**src/hw/rtl/leg_inverse_kinematics_defines.svh**
```systemverilog
// Assertion helpers for the leg inverse kinematics block.
// Used by the top level only; depends on nothing else.
`ifndef LEG_INVERSE_KINEMATICS_DEFINES_SVH
`define LEG_INVERSE_KINEMATICS_DEFINES_SVH

// Same-cycle implication, disabled during reset.
`define LIK_ASSERT_NOW(label, ck, rs, ante, cons, msg) \
  label: assert property (@(posedge ck) disable iff (rs) (ante) |-> (cons)) \
    else $error(msg);

// Next-cycle implication, disabled during reset.
`define LIK_ASSERT_NEXT(label, ck, rs, ante, cons, msg) \
  label: assert property (@(posedge ck) disable iff (rs) (ante) |=> (cons)) \
    else $error(msg);

`endif

```
**src/hw/rtl/lik_norm_cell.sv**
```systemverilog
// One scaling step: halves num and den while den is at or above the floor.
// Depends on nothing; chained by the top level.
module lik_norm_cell #(
  parameter int NUM_W  = 49,
  parameter int DEN_W  = 48,
  parameter int FLOOR  = 30,
  parameter int SIDE_W = 33
) (
  input  logic                    clk,
  input  logic                    rst,
  input  logic                    adv,
  input  logic                    valid_in,
  input  logic signed [NUM_W-1:0] num_in,
  input  logic [DEN_W-1:0]        den_in,
  input  logic [SIDE_W-1:0]       side_in,
  output logic                    valid_out,
  output logic signed [NUM_W-1:0] num_out,
  output logic [DEN_W-1:0]        den_out,
  output logic [SIDE_W-1:0]       side_out
);

  logic big;

  assign big = |den_in[DEN_W-1:FLOOR];

  always_ff @(posedge clk) begin
    if (rst) begin
      valid_out <= 1'b0;
    end else if (adv) begin
      valid_out <= valid_in;
    end
  end

  // arithmetic shift floors num, matching a single combined shift
  always_ff @(posedge clk) begin
    if (adv) begin
      num_out  <= big ? (num_in >>> 1) : num_in;
      den_out  <= big ? (den_in >> 1) : den_in;
      side_out <= side_in;
    end
  end

endmodule

```
**config.mk**
```make
export PLATFORM = sky130hd
export DESIGN_NAME = lik_norm_cell
export DESIGN_NICKNAME = d
export VERILOG_FILES = /design/src/hw/rtl/leg_inverse_kinematics_defines.svh /design/src/hw/rtl/lik_norm_cell.sv
export SDC_FILE = /design/constraint.sdc
export NUM_CORES = 1
export LEC_CHECK = 0
export BUFFER_PORTS_ARGS = -buffer_cell sky130_fd_sc_hd__buf_4
export CAP_MARGIN = 20
export CORE_UTILIZATION = 50
export CTS_BUF_LIST = sky130_fd_sc_hd__clkbuf_8
export DETAILED_ROUTE_END_ITERATION = 6
export HOLD_SLACK_MARGIN = 0.05
export PLACE_DENSITY = 0.87
export SYNTH_ARGS = -nofsm -noshare
export SYNTH_HDL_FRONTEND = slang
export SYNTH_SLANG_ARGS = --single-unit
```
**constraint.sdc**
```tcl
create_clock -name clk -period 4.62 [get_ports clk]
set_clock_uncertainty 0.1 [all_clocks]
set_input_delay 0.924 -clock clk [delete_from_list [all_inputs] [get_ports clk]]
set_output_delay 0.924 -clock clk [all_outputs]
set_load 0.02 [all_outputs]
```
==> impl_metrics.env <==
export IMPL_clock_power_share=0.356
export IMPL_first_global_vias=3291
export IMPL_fmax_mhz=312.4
export IMPL_synth_seq_cells=131
export IMPL_r2r_start="valid_out"
export IMPL_min_delay_path_depth=2
export IMPL_die_area_um2=10520
export IMPL_crit_required_ps=4700
export IMPL_r2r_slack_ps=3940
export IMPL_finalSetupViolations=0
export IMPL_firstDrtPassIters=6
export IMPL_slew_viol_final=0
export IMPL_crit_type="primary input to register"
export IMPL_dp_slack_ps=922.6
export IMPL_maxCapViolCount=0
export IMPL_clock_sinks=131
export IMPL_rows=36
export IMPL_placedCellCount=618
export IMPL_syn_inst=244
export IMPL_synth_largest_area_cell="edfxtp_1"
export IMPL_antenna_found_initial=0
export IMPL_synth_area_um2=5057
export IMPL_clockRootBuffer="clkbuf_8"
export IMPL_stdcell_count=650
export IMPL_slew_limit_headroom=0.6087
export IMPL_ys_types=17
export IMPL_fin_tns_setup_ps=0
export IMPL_synthTopCellsByArea="edfxtp_1 (77%), mux2_2 (13%), mux2_4 (3.0%), mux2_1 (2.0%), clkbuf_1 (1.3%)"
export IMPL_syn_to_final_growth_pct=48.39
export IMPL_worstSetupEndpointType="register"
export IMPL_grt_overflow_total=0
export IMPL_min_from="valid_out"
export IMPL_hold_path_end="valid_out"
export IMPL_clkLatencyLatePin_ps=430
export IMPL_numCtsBuffers=17
export IMPL_ys_seq_area_frac=0.7759
export IMPL_reg2reg_depth=2
export IMPL_fin_crit_ps=3201
export IMPL_cts_setup_buffers=0
export IMPL_yosysWarnings=0
export IMPL_switchingPower_mw=0.6863
export IMPL_postSynthAreaPerCell_um2=20.73
export IMPL_cts_tree="yes"
export IMPL_drt_wirelength_per_cell_um=18.40
export IMPL_final_area_um2=7505
export IMPL_grt_pass1_wl_um=16720
export IMPL_place_gp_congestion=0.8071
export IMPL_drt_iter0_drc=78
export IMPL_total_power_mw=2.888
export IMPL_die_w_um=102.6
export IMPL_layout_nets=638
export IMPL_fin_ws_ps=1419
export IMPL_cts_resized=0
export IMPL_drive_above_1_share=0.7060
export IMPL_track_usage=0.2226
export IMPL_diodes=0
export IMPL_grt_max_degree=46
export IMPL_cts_htree_levels=4
export IMPL_drc=0
export IMPL_seq_power_share=0.498
export IMPL_p_leak_nw=3.116
export IMPL_path_max_fanout=42
export IMPL_core_um2=9774
export IMPL_irDropWorstVdd_mv=0.2474
export IMPL_pwr_share_comb=0.146
export IMPL_clkTransAtPathRegs_ps=70
export IMPL_finalHoldViolCount=0
export IMPL_switching_share=0.2377
export IMPL_holdCritPathClass="register to register"
export IMPL_fp_dieH_um=102.6
export IMPL_fill_cells=585
export IMPL_portBuffers=264
export IMPL_clockBufferDepth=2
export IMPL_intPower_mw=2.201
export IMPL_dpl_hpwl_um=8889
export IMPL_boundaryPins=265
export IMPL_post_dp_cell_area_um2=7079
export IMPL_wirelength_um=11960
export IMPL_netlist_area_leader_share=0.7719
export IMPL_final_antenna_net_count=0
export IMPL_rr_endpoint="valid_out"
export IMPL_via_per_inst=4.938
export IMPL_finalCritPeriodShare=0.6928
export IMPL_arrival_ps=3280
export IMPL_initial_core_util=0.5174
export IMPL_syn_nets=378
export IMPL_cellPowerDensity_nw_per_um2=384.8
export IMPL_tightestPinTransition_ps=587.0
export IMPL_startpoint_type="primary input"
export IMPL_outcome="complete, no violations"
export IMPL_postCtsHoldBufs=0
export IMPL_vias=3210
export IMPL_rsz0062_at_grt="no"
[per-layer routing]
layer  global-route usage  vias to the layer above  part of all wire
met5                    0                        -                 0
met4               0.1209                        0             0.036
met3               0.1017                       38              0.10
met2               0.3964                      178              0.54
met1               0.2126                     1528              0.33
li1                     -                     1466                 -
[worst max-delay path by stage]
stage	from	slack (ps)	end
CTS	den_in[36]	1380	num_out[44]
global placement	den_in[36]	970	num_out[31]
detailed placement	den_in[36]	920	num_out[26]
floorplan	den_in[36]	1850	den_out[20]
finish	den_in[36]	1420	num_out[26]
global route	den_in[36]	1290	num_out[44]
[power by group through the flow]
stage	Sequential [mW]	Combinational (mW)	Clock, mW
floorplan	1.58	0.0374	0
global placement	1.46	0.415	0
detailed placement	1.46	0.424	0
CTS	1.44	0.425	1.05
global route	1.45	0.444	1.09
finish	1.44	0.423	1.03
[worst max-delay path, cell delays in order]
cell	delay, ps
buf_4	110
or4_1	550
nor3_1	290
and4_4	680
buf_12	300
mux2_2	370
[state kept, by name, summed over array words and instances (netlist names)]
| signal | flops |
|---|---|
| num_out | 49 |
| valid_out | 1 |
| side_out | 33 |
| den_out | 48 |
[cells in the final DEF, fill, tap and decap left out, drive strengths merged]
master    netlist  final
nor4            3      3
and4            1      1
bufinv          0      4
mux2           77     77
buf             9    267
dfxtp           1      1
conb            1      1
clkinv          0      6
clkbuf         17     17
nor3            1      1
mux2i           1      1
edfxtp        130    130
nor2            1      1
inv             0      3
clkinvlp        0      2
a21o            1      1
or4             1      1
[cell type report]
class                   count  area, um^2  share of cell area
clock inverters            15       191.4             0.02551
repair buffers            267        2017              0.2688
flip-flops and latches    131        3924              0.5228
multi-input cells          87       972.2              0.1295
well taps                 133       166.4             0.02217
clock buffers              17       234.0             0.03118
[cells by family after synthesis]
logic type,after synthesis,synth area share
AO/OA/AOI/OAI,1,0.001485
buffers and inverters,26,0.03241
flip-flops,131,0.7759
multiplexers,78,0.1809
other,1,0.0007415
AND/OR/NAND/NOR,7,0.008659
[synth_stat cells]
| master | number |
|---|---|
| buf_4 | 6 |
| mux2i_1 | 1 |
| nor4_1 | 3 |
| buf_8 | 1 |
| clkbuf_1 | 17 |
| conb_1 | 1 |
| nor2_1 | 1 |
| or4_1 | 1 |
| edfxtp_1 | 130 |
| buf_12 | 2 |
| dfxtp_1 | 1 |
| nor3_1 | 1 |
| mux2_1 | 9 |
| and4_1 | 1 |
| a21o_1 | 1 |
| mux2_4 | 10 |
| mux2_2 | 58 |
[per-stage QoR]
| step | hold slack [ps] | util |
|---|---|---|
| finish | 404.0 | 0.7678 |
| global route | 453.9 | 0.7678 |
| CTS | 409.1 | 0.7678 |
| detailed placement | 388.1 | 0.7243 |
| global placement | 377.5 | 0.7243 |
| floorplan | 478.8 | - |
(Power assumes the default switching activity.)
