**config.mk**
```make
export PLATFORM = sky130hd
export DESIGN_NAME = lik_sqrt_cell
export DESIGN_NICKNAME = d
export VERILOG_FILES = /design/src/hw/rtl/leg_inverse_kinematics_defines.svh /design/src/hw/rtl/lik_sqrt_cell.sv
export SDC_FILE = /design/constraint.sdc
export NUM_CORES = 1
export LEC_CHECK = 0
export BUFFER_PORTS_ARGS = -buffer_cell sky130_fd_sc_hd__buf_4
export CAP_MARGIN = 20
export CORE_UTILIZATION = 32
export DETAILED_ROUTE_END_ITERATION = 7
export PLACE_DENSITY = 0.58
export SETUP_SLACK_MARGIN = 0.02
export SLEW_MARGIN = 20
export SYNTH_ARGS = -nofsm -noshare
export SYNTH_HDL_FRONTEND = slang
export SYNTH_SLANG_ARGS = --single-unit
```
**constraint.sdc**
```tcl
create_clock -name clk -period 7.3 [get_ports clk]
set_input_delay 2.19 -clock clk [delete_from_list [all_inputs] [get_ports clk]]
set_output_delay 2.19 -clock clk [all_outputs]
set_load 0.1 [all_outputs]
```
**src/hw/rtl/leg_inverse_kinematics_defines.svh**
```systemverilog
// Assertion helpers for the leg inverse kinematics block.
// Used by the top level only; depends on nothing else.
`ifndef LEG_INVERSE_KINEMATICS_DEFINES_SVH
`define LEG_INVERSE_KINEMATICS_DEFINES_SVH

// Same-cycle implication, disabled during reset.
`define LIK_ASSERT_NOW(label, ck, rs, ante, cons, msg) \
  label: assert property (@(posedge ck) disable iff (rs) (ante) |-> (cons)) \
    else $error(msg);

// Next-cycle implication, disabled during reset.
`define LIK_ASSERT_NEXT(label, ck, rs, ante, cons, msg) \
  label: assert property (@(posedge ck) disable iff (rs) (ante) |=> (cons)) \
    else $error(msg);

`endif

```
**src/hw/rtl/lik_sqrt_cell.sv**
```systemverilog
// One step of the digit-by-digit integer square root, one root bit per cell.
// Depends on nothing; chained by the top level.
module lik_sqrt_cell #(
  parameter int W      = 48,
  parameter int IDX    = 0,
  parameter int SIDE_W = 32
) (
  input  logic              clk,
  input  logic              rst,
  input  logic              adv,
  input  logic              valid_in,
  input  logic [W-1:0]      rem_in,
  input  logic [W-1:0]      root_in,
  input  logic [SIDE_W-1:0] side_in,
  output logic              valid_out,
  output logic [W-1:0]      rem_out,
  output logic [W-1:0]      root_out,
  output logic [SIDE_W-1:0] side_out
);

  // bit weight handled by this cell
  localparam logic [W-1:0] BIT = {{(W-1){1'b0}}, 1'b1} << (W - 2 - 2*IDX);

  logic [W:0]   trial;
  logic [W-1:0] rem_next;
  logic [W-1:0] root_next;

  assign trial = {1'b0, root_in} + {1'b0, BIT};

  // trial subtract
  always_comb begin
    if ({1'b0, rem_in} >= trial) begin
      rem_next  = rem_in - trial[W-1:0];
      root_next = (root_in >> 1) + BIT;
    end else begin
      rem_next  = rem_in;
      root_next = root_in >> 1;
    end
  end

  always_ff @(posedge clk) begin
    if (rst) begin
      valid_out <= 1'b0;
    end else if (adv) begin
      valid_out <= valid_in;
    end
  end

  always_ff @(posedge clk) begin
    if (adv) begin
      rem_out  <= rem_next;
      root_out <= root_next;
      side_out <= side_in;
    end
  end

endmodule

```
==> metrics.log <==
[metrics] outcome: completed
[metrics] # H-tree levels: 4
[metrics] count of cell types in the netlist: 60
[metrics] DRT Wirelength: 21.2 mm
[metrics] largest cells by area after synthesis: sky130_fd_sc_hd__edfxtp_1 (51%), sky130_fd_sc_hd__ha_1 (8.2%), sky130_fd_sc_hd__a21oi_1 (5.7%)
[metrics] final clock period utilization by the worst path: 0.695
[metrics] top cells by instance count after synthesis: sky130_fd_sc_hd__edfxtp_1 (128), sky130_fd_sc_hd__a21oi_1 (85), sky130_fd_sc_hd__nor2_1 (71)
[metrics] RSZ-0062 raised after global routing: no
[metrics] DR iter-0 viols: 395
[metrics] NumNets Final: 1137
[metrics] synthesis warning total: 0
[metrics] number of maximum-capacitance constraint violations: 0
[metrics] number of resized instances in the post-cts repair step: 0
[metrics] CP arrival: 5240 ps
[metrics] CTS Root Cell: sky130_fd_sc_hd__clkbuf_16
[metrics] min Tclk post-route: 5070 ps
[metrics] total of hold buffers inserted after clock tree synthesis: 0
[metrics] maximum fanout encountered on the critical timing path: 39
[metrics] number of synthesized flops with an enable pin: 128
[metrics] sum of net half-perimeters after detailed placement: 16.4 mm
[metrics] number of buffers added for setup after CTS: 0
[metrics] CTS tree: built
[metrics] width of the chip: 155 um
[metrics] final slew viol count: 0
[metrics] Critical R2R Capture: valid_out
[metrics] worst hold path cell count: 2
[metrics] vias post-DR: 6247
[metrics] final setup TNS: 0 ps
[metrics] I/O pin cnt: 261
[metrics] remaining global-route overflow: 0
[metrics] final non-filler cell total: 1281
[metrics] Tightest Pin Transition: 813 ps
[metrics] average wire per cell in the routed design: 16.5 um
[metrics] Power Density: 283 nW/um^2
[metrics] die area: 24000 um^2
[metrics] syn avg cell area: 10.7 um^2
[metrics] number of buffers inserted by port buffering: 260
[metrics] fraction of final layout cells sized beyond drive strength 1: 0.317
[metrics] post-synthesis sequential area ratio: 0.516
[metrics] number of antenna violations at the first check in global routing: 1
[metrics] most common flop cell mapped by yosys: sky130_fd_sc_hd__edfxtp_1
[metrics] number of hold-slack violations in the final timing report: 0
[metrics] global-route wire length before repair: 32.5 mm
[metrics] start point of the worst min-delay path: valid_out
[metrics] post-synthesis to final-layout area growth: 37.8%
[metrics] vias per inst: 4.88
[metrics] worst setup timing slack at the placement stage: 1820 ps
[metrics] TritonCTS buffer count: 17
[metrics] library cell with the largest summed area after synthesis: sky130_fd_sc_hd__edfxtp_1
[metrics] post-synthesis instance total: 701
[metrics] diode count: 0
[metrics] worst supply voltage drop on vdd: 131 uV
[metrics] r2r worst-path depth: 2
[metrics] all-layer global routing usage: 0.175
[metrics] Hold Crit Endpoint: valid_out
[metrics] Final Power: 2.93 mW
[metrics] Async S/R FF share, synth: 0
[metrics] worst hold slack: 520 ps
[metrics] initial cell density of the core: 0.329
[metrics] launch instance of the worst register-to-register path: valid_out
[metrics] clock sinks: 129
[metrics] top-area cell type share of the netlist area: 0.513
[metrics] number of search-and-repair iterations in the first detailed-routing pass: 6
[metrics] Clock transition at path regs: 60 ps
[metrics] leakage power of the design: 4.54 nW
[metrics] Setup violations, final: 0
[metrics] top achievable clock speed: 197 MHz
[metrics] residual antenna-violating net count after detailed routing: 0
[metrics] weighted congestion reported at the end of routability-driven placement: 0.878
[metrics] Row Count: 55
[metrics] headroom to the max-slew limit: 0.458
[metrics] netlist area before placement: 7490 um^2
[metrics] number of placed cells counting well taps: 1249
[metrics] maximum number of pins on one net before global-route repair: 83
[metrics] worst endpoint required time: 7470 ps
[metrics] syn_nets: 883
[metrics] die height: 155 um
[metrics] Finished Core Util: 0.454
[metrics] setup slack on the worst flop-to-flop path: 6710 ps
[metrics] clk buf depth: 2
[metrics] final std cell area, no fill: 10300 um^2
[metrics] type of element capturing the critical path: flip-flop
[metrics] type of the tightest min-delay check: reg -> reg
[metrics] via count of the first global-routing pass: 6030
[metrics] flip-flop and latch count after synthesis: 129
[metrics] DRC Markers: 0
[metrics] CP startpoint kind: input pin
[metrics] critical path class: in -> reg
[metrics] cell area after placement: 9730 um^2
[metrics] minimum setup slack in the final design: 2230 ps
[metrics] Worst Skew: 0 ps
[metrics] clock latency reported for the late side of the worst-skew pair: 420 ps
[metrics] most frequent cell after synthesis: sky130_fd_sc_hd__edfxtp_1
[metrics] CORE AREA: 22800 um^2
final cells by class:
class | count | area (um^2)
Clock buffer | 17 | 425
Clock inverter | 15 | 171
Fill cell | 2178 | 12400
Inverter | 58 | 218
Multi-Input combinational cell | 486 | 3270
Sequential cell | 129 | 3860
Tap cell | 313 | 392
Timing Repair Buffer | 263 | 1990
placed cells by master, fill, tap and decap left out, types with 3 or more instances in the layout:
master	netlist	layout
sky130_fd_sc_hd__a211o_1	3	3
sky130_fd_sc_hd__a211oi_1	5	5
sky130_fd_sc_hd__a21o_1	25	25
sky130_fd_sc_hd__a21oi_1	85	85
sky130_fd_sc_hd__a221oi_1	3	3
sky130_fd_sc_hd__a31oi_1	9	9
sky130_fd_sc_hd__and2_1	3	3
sky130_fd_sc_hd__buf_4	3	261
sky130_fd_sc_hd__clkbuf_16	0	17
sky130_fd_sc_hd__clkinv_4	0	3
sky130_fd_sc_hd__edfxtp_1	128	128
sky130_fd_sc_hd__ha_1	49	49
sky130_fd_sc_hd__inv_1	58	58
sky130_fd_sc_hd__inv_6	0	5
sky130_fd_sc_hd__mux2_1	10	10
sky130_fd_sc_hd__nand2_1	43	43
sky130_fd_sc_hd__nand2b_1	3	3
sky130_fd_sc_hd__nand3_1	13	13
sky130_fd_sc_hd__nand4_1	14	14
sky130_fd_sc_hd__nor2_1	71	71
sky130_fd_sc_hd__nor2b_1	5	5
sky130_fd_sc_hd__nor3_1	10	10
sky130_fd_sc_hd__nor4_1	4	4
sky130_fd_sc_hd__o2111ai_1	3	3
sky130_fd_sc_hd__o21a_1	6	6
sky130_fd_sc_hd__o21ai_0	29	29
sky130_fd_sc_hd__o21bai_1	11	11
sky130_fd_sc_hd__or3_1	3	3
sky130_fd_sc_hd__xnor2_1	23	23
sky130_fd_sc_hd__xor2_1	20	20
registers in the layout (all words and copies together) (netlist names):
signal / flops
side_out: 32
root_out: 48
rem_out: 48
valid_out: 1
power breakdown:
group	total, mW	internal [mW]	switching [mW]
Sequential	0.931	0.910	0.0208
Combinational	1.11	0.278	0.831
Clock	0.885	0.514	0.371
logic make-up (layout without fill, tap and decap cells):
kind of cell | after synthesis | after routing | synth area share
DFF | 129 | 129 | 0.516
AOI/OAI and AO/OA | 198 | 198 | 0.169
xor gates and xnor gates | 43 | 43 | 0.0503
muxes | 13 | 13 | 0.0192
buffers and inverters | 86 | 353 | 0.0491
and+or+nand+nor | 182 | 182 | 0.113
adders and majority gates | 50 | 50 | 0.0845
how the worst max path moves through the flow:
stage          slack, ps  cells past startpoint         from     endpoint
2_1_floorplan       2470                     11  root_in[19]  rem_out[41]
4_1_cts             2260                     11   rem_in[15]  rem_out[45]
3_3_place_gp        1860                     13    rem_in[0]  rem_out[46]
5_1_grt             2060                     11   rem_in[15]  rem_out[45]
3_5_place_dp        1820                     11   rem_in[16]  rem_out[41]
6_report            2230                     11   rem_in[15]  rem_out[41]
critical path: stages:
cell and delay (ps):
sky130_fd_sc_hd__buf_4 120, sky130_fd_sc_hd__ha_1 440, sky130_fd_sc_hd__nand2_2 120, sky130_fd_sc_hd__o221ai_1 300
sky130_fd_sc_hd__nor3_1 130, sky130_fd_sc_hd__a2111oi_4 480, sky130_fd_sc_hd__a31oi_4 160, sky130_fd_sc_hd__o31a_4 340
sky130_fd_sc_hd__o21ai_4 180, sky130_fd_sc_hd__buf_4 400, sky130_fd_sc_hd__mux2_2 380
metal layers:
metal  GRT usage  vias to the layer above  part of all wire
li1            -                     3083                 -
met1       0.240                     2905              0.47
met2       0.277                      240              0.45
met3      0.0376                       17             0.067
met4      0.0495                        2             0.012
met5           0                        -           0.00047
Power figures use the tool's default switching activity.
